### config.mk
export PLATFORM = sky130hd
export DESIGN_NAME = sha256_stream_hasher_core
export DESIGN_NICKNAME = d
export VERILOG_FILES = /design/src/rtl/core/sha_pkg.sv /design/src/rtl/core/sha_fifo.sv /design/src/rtl/core/sha_engine.sv /design/src/rtl/core/sha256_stream_hasher_core.sv
export VERILOG_INCLUDE_DIRS = /design/src /design/src/rtl/core
export SDC_FILE = /design/constraint.sdc
export NUM_CORES = 2
export LEC_CHECK = 0
export BUFFER_PORTS_ARGS = -buffer_cell sky130_fd_sc_hd__buf_2
export CAP_MARGIN = 0
export CORE_ASPECT_RATIO = 1.1
export CORE_UTILIZATION = 30
export DETAILED_ROUTE_END_ITERATION = 10
export PLACE_DENSITY_LB_ADDON = 0.1
export SLEW_MARGIN = 20
export SYNTH_ARGS = -nofsm -noshare
export SYNTH_HDL_FRONTEND = slang
export SYNTH_HIERARCHICAL = 1
export SYNTH_SLANG_ARGS = --single-unit
export TNS_END_PERCENT = 20
### constraint.sdc
create_clock -name clk -period 15.56 [get_ports clk]
set_input_delay 3.112 -clock clk [delete_from_list [all_inputs] [get_ports clk]]
set_output_delay 3.112 -clock clk [all_outputs]
set_load 0.01 [all_outputs]
### src/rtl/core/sha256_stream_hasher_core_assert.svh
// Assertion macros for the SHA-256 stream hasher core
`ifndef SHA256_STREAM_HASHER_CORE_ASSERT_SVH
`define SHA256_STREAM_HASHER_CORE_ASSERT_SVH
// Implication checked every clock while out of reset
`define SHC_ASSERT_IMPL(label, ante, cons, msg) \
    label: assert property (@(posedge clk) disable iff (!rst_n) (ante) |-> (cons)) \
        else $error(msg);
// Next-cycle implication
`define SHC_ASSERT_NEXT(label, ante, cons, msg) \
    label: assert property (@(posedge clk) disable iff (!rst_n) (ante) |=> (cons)) \
        else $error(msg);
`endif

### src/rtl/core/sha_pkg.sv
// Types, constants and round functions for the SHA-256 stream hasher
package sha_pkg;
    typedef struct packed {
        logic       kind;
        logic [7:0] data_byte;
    } in_item_t;

    typedef struct packed {
        logic [31:0] digest_word;
        logic [2:0]  word_index;
        logic        last_word;
    } out_item_t;

    localparam logic KIND_DATA   = 1'b0;
    localparam logic KIND_FINISH = 1'b1;

    typedef logic [31:0] word_t;

    function automatic word_t init_chain(input logic [2:0] i);
        case (i)
            3'd0: init_chain = 32'h6a09e667;
            3'd1: init_chain = 32'hbb67ae85;
            3'd2: init_chain = 32'h3c6ef372;
            3'd3: init_chain = 32'ha54ff53a;
            3'd4: init_chain = 32'h510e527f;
            3'd5: init_chain = 32'h9b05688c;
            3'd6: init_chain = 32'h1f83d9ab;
            default: init_chain = 32'h5be0cd19;
        endcase
    endfunction

    localparam word_t ROUND_K [64] = '{
        32'h428a2f98, 32'h71374491, 32'hb5c0fbcf, 32'he9b5dba5,
        32'h3956c25b, 32'h59f111f1, 32'h923f82a4, 32'hab1c5ed5,
        32'hd807aa98, 32'h12835b01, 32'h243185be, 32'h550c7dc3,
        32'h72be5d74, 32'h80deb1fe, 32'h9bdc06a7, 32'hc19bf174,
        32'he49b69c1, 32'hefbe4786, 32'h0fc19dc6, 32'h240ca1cc,
        32'h2de92c6f, 32'h4a7484aa, 32'h5cb0a9dc, 32'h76f988da,
        32'h983e5152, 32'ha831c66d, 32'hb00327c8, 32'hbf597fc7,
        32'hc6e00bf3, 32'hd5a79147, 32'h06ca6351, 32'h14292967,
        32'h27b70a85, 32'h2e1b2138, 32'h4d2c6dfc, 32'h53380d13,
        32'h650a7354, 32'h766a0abb, 32'h81c2c92e, 32'h92722c85,
        32'ha2bfe8a1, 32'ha81a664b, 32'hc24b8b70, 32'hc76c51a3,
        32'hd192e819, 32'hd6990624, 32'hf40e3585, 32'h106aa070,
        32'h19a4c116, 32'h1e376c08, 32'h2748774c, 32'h34b0bcb5,
        32'h391c0cb3, 32'h4ed8aa4a, 32'h5b9cca4f, 32'h682e6ff3,
        32'h748f82ee, 32'h78a5636f, 32'h84c87814, 32'h8cc70208,
        32'h90befffa, 32'ha4506ceb, 32'hbef9a3f7, 32'hc67178f2
    };

    function automatic word_t rotr(input word_t v, input int n);
        rotr = (v >> n) | (v << (32 - n));
    endfunction
endpackage

### src/rtl/core/sha_fifo.sv
// Short queue between the front and the back of the hasher
module sha_fifo #(
    parameter int DEPTH = 4
) (
    input  logic              clk,
    input  logic              rst_n,
    input  logic              push,
    input  sha_pkg::in_item_t push_data,
    output logic              full,
    input  logic              pop,
    output sha_pkg::in_item_t pop_data,
    output logic              empty
);
    localparam int AW = (DEPTH > 1) ? $clog2(DEPTH) : 1;

    sha_pkg::in_item_t mem_reg [DEPTH];
    logic [AW-1:0] wr_reg, rd_reg;
    logic [AW:0]   cnt_reg;

    assign full     = (cnt_reg == (AW+1)'(DEPTH));
    assign empty    = (cnt_reg == '0);
    assign pop_data = mem_reg[rd_reg];

    always_ff @(posedge clk)
    begin
        if (push && !full)
        begin
            mem_reg[wr_reg] <= push_data;
        end
    end

    always_ff @(posedge clk or negedge rst_n)
    begin
        if (!rst_n)
        begin
            wr_reg  <= '0;
            rd_reg  <= '0;
            cnt_reg <= '0;
        end
        else
        begin
            if (push && !full)
            begin
                wr_reg <= (wr_reg == AW'(DEPTH - 1)) ? '0 : wr_reg + 1'b1;
            end
            if (pop && !empty)
            begin
                rd_reg <= (rd_reg == AW'(DEPTH - 1)) ? '0 : rd_reg + 1'b1;
            end
            cnt_reg <= cnt_reg + (AW+1)'(push && !full) - (AW+1)'(pop && !empty);
        end
    end

    `include "sha256_stream_hasher_core_assert.svh"
    `SHC_ASSERT_NEXT(a_cnt_bound, 1'b1, cnt_reg <= (AW+1)'(DEPTH), "queue count overflow")
    `SHC_ASSERT_NEXT(a_push_full, full && !pop, full, "full queue lost its fill")
    `SHC_ASSERT_NEXT(a_pop_empty, empty && !push, empty, "empty queue gained an entry")
endmodule

### src/rtl/core/sha_engine.sv
// Back end: block gathering, padding, compression rounds and digest output
module sha_engine (
    input  logic               clk,
    input  logic               rst_n,
    input  logic               item_valid,
    input  sha_pkg::in_item_t  item,
    output logic               item_pop,
    output logic               out_valid,
    output sha_pkg::out_item_t out_item,
    input  logic               out_stall
);
    localparam logic [2:0] ST_IDLE  = 3'd0;
    localparam logic [2:0] ST_PAD   = 3'd1;
    localparam logic [2:0] ST_ROUND = 3'd2;
    localparam logic [2:0] ST_EMIT  = 3'd3;

    logic [2:0]  state_reg;
    logic [60:0] count_reg;
    logic [5:0]  pad_pos_reg;
    logic        pad_len_reg;   // padding block gets the length field
    logic        finish_reg;    // compression is part of a finish
    logic [5:0]  round_reg;
    logic [2:0]  emit_reg;
    sha_pkg::word_t h_reg [8];
    sha_pkg::word_t v_reg [8];
    // message bytes shift in here; the rounds then run the schedule in place
    sha_pkg::word_t w_reg [16];

    logic [5:0] pos;
    assign pos = count_reg[5:0];

    assign item_pop  = (state_reg == ST_IDLE) && item_valid;
    assign out_valid = (state_reg == ST_EMIT);
    assign out_item.digest_word = h_reg[emit_reg];
    assign out_item.word_index  = emit_reg;
    assign out_item.last_word   = (emit_reg == 3'd7);

    // round datapath
    sha_pkg::word_t w_cur, w_new, s0, s1, t1, t2, sig0, sig1, ch, maj;
    always_comb
    begin
        w_cur = w_reg[0];
        s0 = sha_pkg::rotr(w_reg[1], 7) ^ sha_pkg::rotr(w_reg[1], 18) ^ (w_reg[1] >> 3);
        s1 = sha_pkg::rotr(w_reg[14], 17) ^ sha_pkg::rotr(w_reg[14], 19) ^ (w_reg[14] >> 10);
        w_new = s1 + w_reg[9] + s0 + w_reg[0];
        sig1 = sha_pkg::rotr(v_reg[4], 6) ^ sha_pkg::rotr(v_reg[4], 11)
             ^ sha_pkg::rotr(v_reg[4], 25);
        ch   = v_reg[6] ^ (v_reg[4] & (v_reg[5] ^ v_reg[6]));
        t1   = v_reg[7] + sig1 + ch + sha_pkg::ROUND_K[round_reg] + w_cur;
        sig0 = sha_pkg::rotr(v_reg[0], 2) ^ sha_pkg::rotr(v_reg[0], 13)
             ^ sha_pkg::rotr(v_reg[0], 22);
        maj  = (v_reg[0] & v_reg[1]) | (v_reg[2] & (v_reg[0] | v_reg[1]));
        t2   = sig0 + maj;
    end

    logic [63:0] bits;
    assign bits = {count_reg, 3'b000};

    // byte entering the block this cycle: data, the 0x80 marker, zero or length
    logic [7:0] shift_byte;
    always_comb
    begin
        if (state_reg == ST_PAD)
        begin
            if (pad_len_reg && pad_pos_reg >= 6'd56)
            begin
                shift_byte = bits[8*(7 - pad_pos_reg[2:0]) +: 8];
            end
            else
            begin
                shift_byte = 8'h00;
            end
        end
        else if (item.kind == sha_pkg::KIND_DATA)
        begin
            shift_byte = item.data_byte;
        end
        else
        begin
            shift_byte = 8'h80;
        end
    end

    always_ff @(posedge clk or negedge rst_n)
    begin
        if (!rst_n)
        begin
            state_reg <= ST_IDLE;
            count_reg <= '0;
            round_reg <= '0;
            emit_reg  <= '0;
            finish_reg <= 1'b0;
            pad_len_reg <= 1'b0;
            pad_pos_reg <= '0;
            for (int i = 0; i < 8; i++)
            begin
                h_reg[i] <= sha_pkg::init_chain(3'(i));
                v_reg[i] <= '0;
            end
            for (int i = 0; i < 16; i++)
            begin
                w_reg[i] <= '0;
            end
        end
        else
        begin
            case (state_reg)
                ST_IDLE:
                begin
                    if (item_valid)
                    begin
                        for (int i = 0; i < 15; i++)
                        begin
                            w_reg[i] <= {w_reg[i][23:0], w_reg[i+1][31:24]};
                        end
                        w_reg[15] <= {w_reg[15][23:0], shift_byte};
                        if (item.kind == sha_pkg::KIND_DATA)
                        begin
                            count_reg    <= count_reg + 1'b1;
                            finish_reg   <= 1'b0;
                            if (pos == 6'd63)
                            begin
                                state_reg <= ST_ROUND;
                                round_reg <= '0;
                                for (int i = 0; i < 8; i++)
                                begin
                                    v_reg[i] <= h_reg[i];
                                end
                            end
                        end
                        else
                        begin
                            // zero fill happens one byte a cycle in ST_PAD
                            finish_reg   <= 1'b1;
                            pad_pos_reg  <= pos + 1'b1;
                            pad_len_reg  <= (pos < 6'd56);
                            state_reg    <= (pos == 6'd63) ? ST_ROUND : ST_PAD;
                            round_reg    <= '0;
                            if (pos == 6'd63)
                            begin
                                for (int i = 0; i < 8; i++)
                                begin
                                    v_reg[i] <= h_reg[i];
                                end
                            end
                        end
                    end
                end
                ST_PAD:
                begin
                    // shift in zeros, or length bytes in the final block
                    for (int i = 0; i < 15; i++)
                    begin
                        w_reg[i] <= {w_reg[i][23:0], w_reg[i+1][31:24]};
                    end
                    w_reg[15] <= {w_reg[15][23:0], shift_byte};
                    pad_pos_reg <= pad_pos_reg + 1'b1;
                    if (pad_pos_reg == 6'd63)
                    begin
                        state_reg <= ST_ROUND;
                        round_reg <= '0;
                        for (int i = 0; i < 8; i++)
                        begin
                            v_reg[i] <= h_reg[i];
                        end
                    end
                end
                ST_ROUND:
                begin
                    for (int i = 0; i < 15; i++)
                    begin
                        w_reg[i] <= w_reg[i+1];
                    end
                    w_reg[15] <= w_new;
                    v_reg[7] <= v_reg[6];
                    v_reg[6] <= v_reg[5];
                    v_reg[5] <= v_reg[4];
                    v_reg[4] <= v_reg[3] + t1;
                    v_reg[3] <= v_reg[2];
                    v_reg[2] <= v_reg[1];
                    v_reg[1] <= v_reg[0];
                    v_reg[0] <= t1 + t2;
                    round_reg <= round_reg + 1'b1;
                    if (round_reg == 6'd63)
                    begin
                        h_reg[0] <= h_reg[0] + t1 + t2;
                        h_reg[1] <= h_reg[1] + v_reg[0];
                        h_reg[2] <= h_reg[2] + v_reg[1];
                        h_reg[3] <= h_reg[3] + v_reg[2];
                        h_reg[4] <= h_reg[4] + v_reg[3] + t1;
                        h_reg[5] <= h_reg[5] + v_reg[4];
                        h_reg[6] <= h_reg[6] + v_reg[5];
                        h_reg[7] <= h_reg[7] + v_reg[6];
                        if (!finish_reg)
                        begin
                            state_reg <= ST_IDLE;
                        end
                        else if (pad_len_reg)
                        begin
                            state_reg <= ST_EMIT;
                            emit_reg  <= '0;
                        end
                        else
                        begin
                            // second padding block with the length
                            state_reg   <= ST_PAD;
                            pad_len_reg <= 1'b1;
                            pad_pos_reg <= '0;
                        end
                    end
                end
                ST_EMIT:
                begin
                    if (!out_stall)
                    begin
                        emit_reg <= emit_reg + 1'b1;
                        if (emit_reg == 3'd7)
                        begin
                            state_reg <= ST_IDLE;
                            count_reg <= '0;
                            for (int i = 0; i < 8; i++)
                            begin
                                h_reg[i] <= sha_pkg::init_chain(3'(i));
                            end
                        end
                    end
                end
                default:
                begin
                    state_reg <= ST_IDLE;
                end
            endcase
        end
    end

    `include "sha256_stream_hasher_core_assert.svh"
    `SHC_ASSERT_IMPL(a_pop_idle, item_pop, state_reg == ST_IDLE, "pop outside idle")
    `SHC_ASSERT_NEXT(a_emit_hold, out_valid && out_stall, out_valid && $stable(emit_reg),
        "stalled digest word moved")
    `SHC_ASSERT_NEXT(a_last_done, out_valid && !out_stall && out_item.last_word,
        state_reg == ST_IDLE && count_reg == '0, "no restart after digest")
endmodule

### src/rtl/core/sha256_stream_hasher_core.sv
// Top level: input queue in front of the SHA-256 compression engine
// Data bytes: one per cycle unless stalled; each block's 64th byte holds the engine 64 rounds.
// Finish at byte offset p < 56: zero fill and the length complete the block, rounds, then digest.
// Offsets 56 to 63 need a second block (64-byte fill with zeros and length, then 64 more rounds).
// Digest: eight words at one per cycle when not stalled; the queue holds QUEUE_DEPTH transfers.
// Reset (async, active low) loads the initial chain and clears the count.
module sha256_stream_hasher_core #(
    parameter int QUEUE_DEPTH = 4
) (
    input  logic               clk,
    input  logic               rst_n,
    input  logic               in_valid,
    input  sha_pkg::in_item_t  in_item,
    output logic               in_stall,
    output logic               out_valid,
    output sha_pkg::out_item_t out_item,
    input  logic               out_stall
);
    logic q_full, q_empty, q_pop;
    sha_pkg::in_item_t q_data;

    assign in_stall = q_full;

    sha_fifo #(.DEPTH(QUEUE_DEPTH)) u_fifo (
        .clk(clk), .rst_n(rst_n),
        .push(in_valid), .push_data(in_item), .full(q_full),
        .pop(q_pop), .pop_data(q_data), .empty(q_empty)
    );

    sha_engine u_engine (
        .clk(clk), .rst_n(rst_n),
        .item_valid(!q_empty), .item(q_data), .item_pop(q_pop),
        .out_valid(out_valid), .out_item(out_item), .out_stall(out_stall)
    );
endmodule

# == Yosys cells after proc, flatten, opt, wreduce, memory -nomap -nowiden ==
# Memories as Yosys holds them, arrays and structs flattened.
# Index checks and enable logic that the tools add are counted.
# word_totals
mem_bits_ro,2048
wordCells,211
regBits,1112
mem_count,2
ram_bits,36
# memory_table
memory,words,word_bits,read_ports,rd_ports_with_merged_regs,write_ports,line_no,text
(no name shown),64,32,1,0,0,sha_engine.sv:49,t1 = v_reg[7] + sig1 + ch + sha_pkg::ROUND_K[round_reg] + w_cur;
u_fifo.mem_reg,4,9,1,0,1,sha_fifo.sv:16,sha_pkg::in_item_t mem_reg [DEPTH];
# classes
eq_ne,22
mux,60
bitwise_logic,28
addsub,30
reduce_logical,22
order_cmp,4
shift,1
# ops
operator,count
$mux 256,6
$pmux 512 s3,1
$pmux 256 s3,1
$add 32x32->32,20
$mux 512,1
$pmux 256 s2,1
$xor 32x32->32,8
$mux 61,4
$mux 32,4
$pmux 61 s2,1
$and 32x32->32,3
$bmux 32 s3,1
$or 32x32->32,2
$shiftx 64x33->8,1
$add 61x1->61 const B,1
$mux 6,9
$mux 3,12
$pmux 6 s3,2
$or 10x32->32,1
$or 13x32->32,1
$or 14x32->32,1
$or 15x32->32,1
$or 19x32->32,1
$or 21x32->32,1
other kinds (42),83

# == Depth between registers and ports, before layout ==
# logic_depth
ltp_word,11
mapped_depth,39
depth_no_buf,37

# == By module ==
# The synthesis kept the hierarchy.
# by_module_without_submodules
mod,area_each_um2,n_inst,cells_each
sha_engine,80345.8,1,9661
sha_fifo,1769.2,1,91
sha256_stream_hasher_core,3.8,1,1

# == Least setup slack after synthesis ==
# No wires, ideal clock.
# synth_timing
path_kind,flip-flop to flip-flop
start,reg u_engine.round_reg[2]
end,reg u_engine/h_reg[255] (netlist name)
setup_slack_ns,7.477
required_ns,15.441
arrival_ns,7.964
stages_incl_launch_ff,38
synth_period_minus_slack_ns,8.083
path_buffers,3
path_cell_list,dfrtp_1 clkbuf_1 inv_1 clkbuf_1 clkbuf_1 ha_1 nor2_1 o21ai_0 nor2_1 a211oi_1 a21oi_1 fa_1 inv_1 ha_1 inv_1 fa_1 nand2b_1 a21oi_1 [... 2 more ...] nor3_1 xor2_1 ha_1 a21o_1 ha_1 a2111oi_0 o21ai_0 a31o_2 a21oi_1 o21ai_0 a41o_1 o211a_1 o21a_1 nor2_1 xnor2_1 xnor2_1 o211ai_1 nor2b_1
# synth_between
elab_chain_len,10
word_cells_on_any_way,13
classes_between,add/sub (4); eq/ne (2); mux (4); bitwise (1); reduce/logical (1); memory (1)
# synth_lines
element,line_no,text
from (decl),sha_engine.sv:22,logic [5:0] round_reg;
from (signal assigned),sha_engine.sv:183,round_reg <= round_reg + 1'b1;
$not 6->7 (implied by the code),sha_engine.sv:49,
$mem_v2 64x32,n/a,
$mux 32 (implied by the code) (2 in a row),sha_engine.sv:49,
$add 32x32->32 (2 in a row),sha_engine.sv:49,
$add 32x32->32 (2 in a row),sha_engine.sv:186,h_reg[0] <= h_reg[0] + t1 + t2;
$mux 256,sha_engine.sv:184,if (round_reg == 6'd63)
$pmux 256 s2,sha_engine.sv:107,case (state_reg)
"to (signal, indexed assignment)",sha_engine.sv:97,h_reg[i] <= sha_pkg::init_chain(3'(i));
"to (signal, indexed assignment)",sha_engine.sv:223,h_reg[i] <= sha_pkg::init_chain(3'(i));
to (decl),sha_engine.sv:24,sha_pkg::word_t h_reg [8];
# Parallel ways exist; a longest one is shown, timed or not. The select of a mux whose other input is x is not followed.
# A chain may end at the register's enable or synchronous reset.

# == Worst setup path after layout ==
# layout_timing
start,reg u_engine.round_reg[0]
end,reg u_engine/h_reg[126] (netlist name)
# layout_between
elab_chain_len,9
word_cells_on_any_way,12
classes_between,add/sub (3); eq/ne (2); mux (4); bitwise (1); reduce/logical (1); memory (1)
# layout_lines
element,line_no,text
$not 6->7 (implied by the code),sha_engine.sv:49,
$mem_v2 64x32,n/a,
$mux 32 (implied by the code) (2 in a row),sha_engine.sv:49,
$add 32x32->32 (2 in a row),sha_engine.sv:49,
$add 32x32->32,sha_engine.sv:190,h_reg[4] <= h_reg[4] + v_reg[3] + t1;
$mux 256,sha_engine.sv:184,
$pmux 256 s2,sha_engine.sv:107,
# Parallel ways exist; a longest one is shown, timed or not. The select of a mux whose other input is x is not followed.

==> impl_metrics.toml <==
[floorplan]
start_util = 0.302
rows = 201
core-area_mm2 = 0.272
io-pin-count = 51
die_height_um = 551
die_x_um = 501
design.die.area_mm2 = 0.276

[job]
maxCapViolCount = 0

[placement]
portBuffers = 50
dpl.hpwl_um = 217000
place_congestion = 0.901

[timing]
slew_viol_final = 0
rsz0062_at_grt = "false"
fmax_mhz = 108
finalCritPeriodShare = 0.596
fin_setup_tns_ns = 0
finalCriticalPeriod_ns = 9.27
finClkSkew_ns = 0.0959
setup_violations = 0
worstMarginPinSlew_ns = 1.23
max_slew_margin = 0.178
timing.final.hold_violations = 0
hold_slack_ns = 0.502

[synth]
synth-adder-area-share = 0.126
synth_cells = 9753
synth_top_cells_by_count = "nand2_1 (1699), nor2_1 (1043), dfrtp_1 (975), a31oi_1 (716), clkbuf_1 (586)"
synth_top_family_by_area = "compound AO/OA/AOI/OAI gates"
synth_nets = 10400
avgSynthCellArea_um2 = 8.42
async_flop_share = 0.969
synth_edf_count = 36
yosysSeqAreaShare = 0.354
synth_cell_type_count = 96
synth_area_mm2 = 0.0821
synthMuxAreaShare = 0.0376
yosysTopAreaCell = "dfrtp_1"
synthXorXnorAreaFrac = 0.0703
yosys-top-cells-area = "dfrtp_1 (30%), nand2_1 (7.8%), ha_1 (6.7%)"
synth-simple-area-share = 0.176
ys_ff_latch = 1147
netlist.area_leader.share = 0.297
synth_compound_area_frac = 0.181
yosysMostFrequentCell = "nand2_1"
ys.flop_type = "dfrtp_1"
yosys_warnings = 6

[route]
drc_errors = 0
dr.pass1.iters = 6
drtAntennaViolNets = 0
drt-total-wl_um = 299000
drt-initial-drc-count = 5421
drt-vias-per-instance = 5.25
wl_per_cell_um = 22.7
routed-via-count = 69200

[finish]
fin_nets = 10100
drive_above_1_share = 0.0797
largest_register_ff_count = 480
synthToLayoutAreaGrowth_pct = 10.2
final_core_util = 0.332

[power]
power_density_mw_per_mm2 = 75.5
p_leak_nw = 40.5
share_comb_of_total_power = 0.024
p_seq_frac = 0.445
switchingPower_mw = 1.61
peakVddDrop_uv = 76.0
internal_power_mw = 5.22
p_sw_frac = 0.236
pwr-share-clk = 0.531

[setup_path]
path_delay_family = "compound AO/OA/AOI/OAI gates"
crit_fanout = 15
cp_data_required_time_ns = 16.29
cp_common_cell = "o21ai_0"
cp_slowest_cell = "ha_1"
path_buf_inv = 5
critPathLaunchType = "flip-flop"
critPathArrivalTime_ns = 10.00
path_class = "reg2reg"
cpPeakStageDelay_ns = 0.70
rrSetupSlack_ns = 6.29
crit_path_end_kind = "flip-flop"

[clock_network]
root_buffer = "clkbuf_16"
cts_resized = 0
clk-insertion-delay-late_ns = 0.86
cts_tree = "yes"
post_cts_buffers = 0
cts.path.max_buffers = 4
cts_sinks = 1147
htreeDepth = 4
hold_buffers = 0
clkTransAtPathRegs_ns = 0.06
numCtsBuffers = 158

[grt]
grt_usage = 0.214
antenna_found_initial = 8
grt_max_degree = 249
grt_pass1_vias = 68200
grt_pass1_wl_um = 451000
grt.overflow.total = 0

[min_path]
hold_class = "reg2reg"

[status]
status = "complete, no violations"
through the flow:
stage | total power, mW | setup slack [ns] | cells | instance area (µm²)
finish | 6.83 | 6.29 | 13200 | 90500
global route | 7.08 | 5.57 | 13200 | 90500
global placement | 3.26 | 6.19 | 12900 | 85500
floorplan | 3.15 | 7.48 | 9753 | 82100
detailed placement | 3.26 | 6.27 | 12900 | 85500
CTS | 6.97 | 6.26 | 13200 | 90500
layout by cell type, fill, tap and decap left out, types with 49 or more instances in the layout:
cell	instances
a211oi_1	55
mux2_2	70
clkbuf_16	159
nand3_1	214
xnor2_1	379
dfstp_2	136
a21o_1	177
o21ai_0	504
xor2_1	280
fa_1	222
a31oi_1	716
o21a_1	56
nand2_1	1699
dfrtp_1	969
mux4_2	94
a21oi_1	519
buf_2	49
inv_1	537
ha_1	440
nand2b_1	73
nor2_1	1040
buf_4	90
nor3_1	161
path summary, 6_finish.rpt:
path | startpoint | to | cells past startpoint
max reg2reg | u_engine/round_reg[0] | u_engine/h_reg[126] | 34
min | u_engine/w_reg[332] | u_engine/w_reg[340] | 2
min in group asynchronous | rst_n | u_engine/w_reg[446] | 1
max | u_engine/round_reg[0] | u_engine/h_reg[126] | 34
max in group asynchronous | rst_n | u_engine/w_reg[151] | 4
min reg2reg | u_engine/w_reg[332] | u_engine/w_reg[340] | 2
power by group through the flow:
stage,logic (mW),clock network [mW],registers (mW)
floorplan,0.0641,0,3.09
global placement,0.167,0,3.09
detailed placement,0.169,0,3.09
CTS,0.171,3.76,3.04
global route,0.183,3.85,3.04
finish,0.162,3.63,3.04
per-layer routing:
layer  track usage  vias to the layer above  wire length (µm)
li1              -                    33000                 -
met1         0.284                    34300            134000
met2         0.364                     1480            144000
met3        0.0199                      379             10700
met4        0.0742                        0             11000
met5             0                        -                 0
worst min-delay path, cell delays in order, from the launching register on:
cell and delay [ns]:
dfrtp_1 0.39, nand2_1 0.06, a31oi_1 0.07
logic make-up (layout without fill, tap and decap cells):
logic type | count (synthesis) | in the layout
and+or+nand+nor | 3466 | 3466
AOI/OAI and AO/OA | 2403 | 2403
buffers and inverters | 1195 | 970
muxes | 182 | 182
xor gates and xnor gates | 659 | 659
other | 0 | 4
DFF | 1147 | 1147
adders and majority gates | 701 | 701
cell type report:
class	instances	area, µm²
well taps	3654	4570
repair buffers	154	1190
inverters	540	2030
fillers	28500	182000
flip-flops and latches	1147	29100
clock buffers	232	4500
clock inverters	44	477
diodes	4	10.0
multi-input cells	7411	48700
No activity file was read; power rests on OpenSTA's default activity.
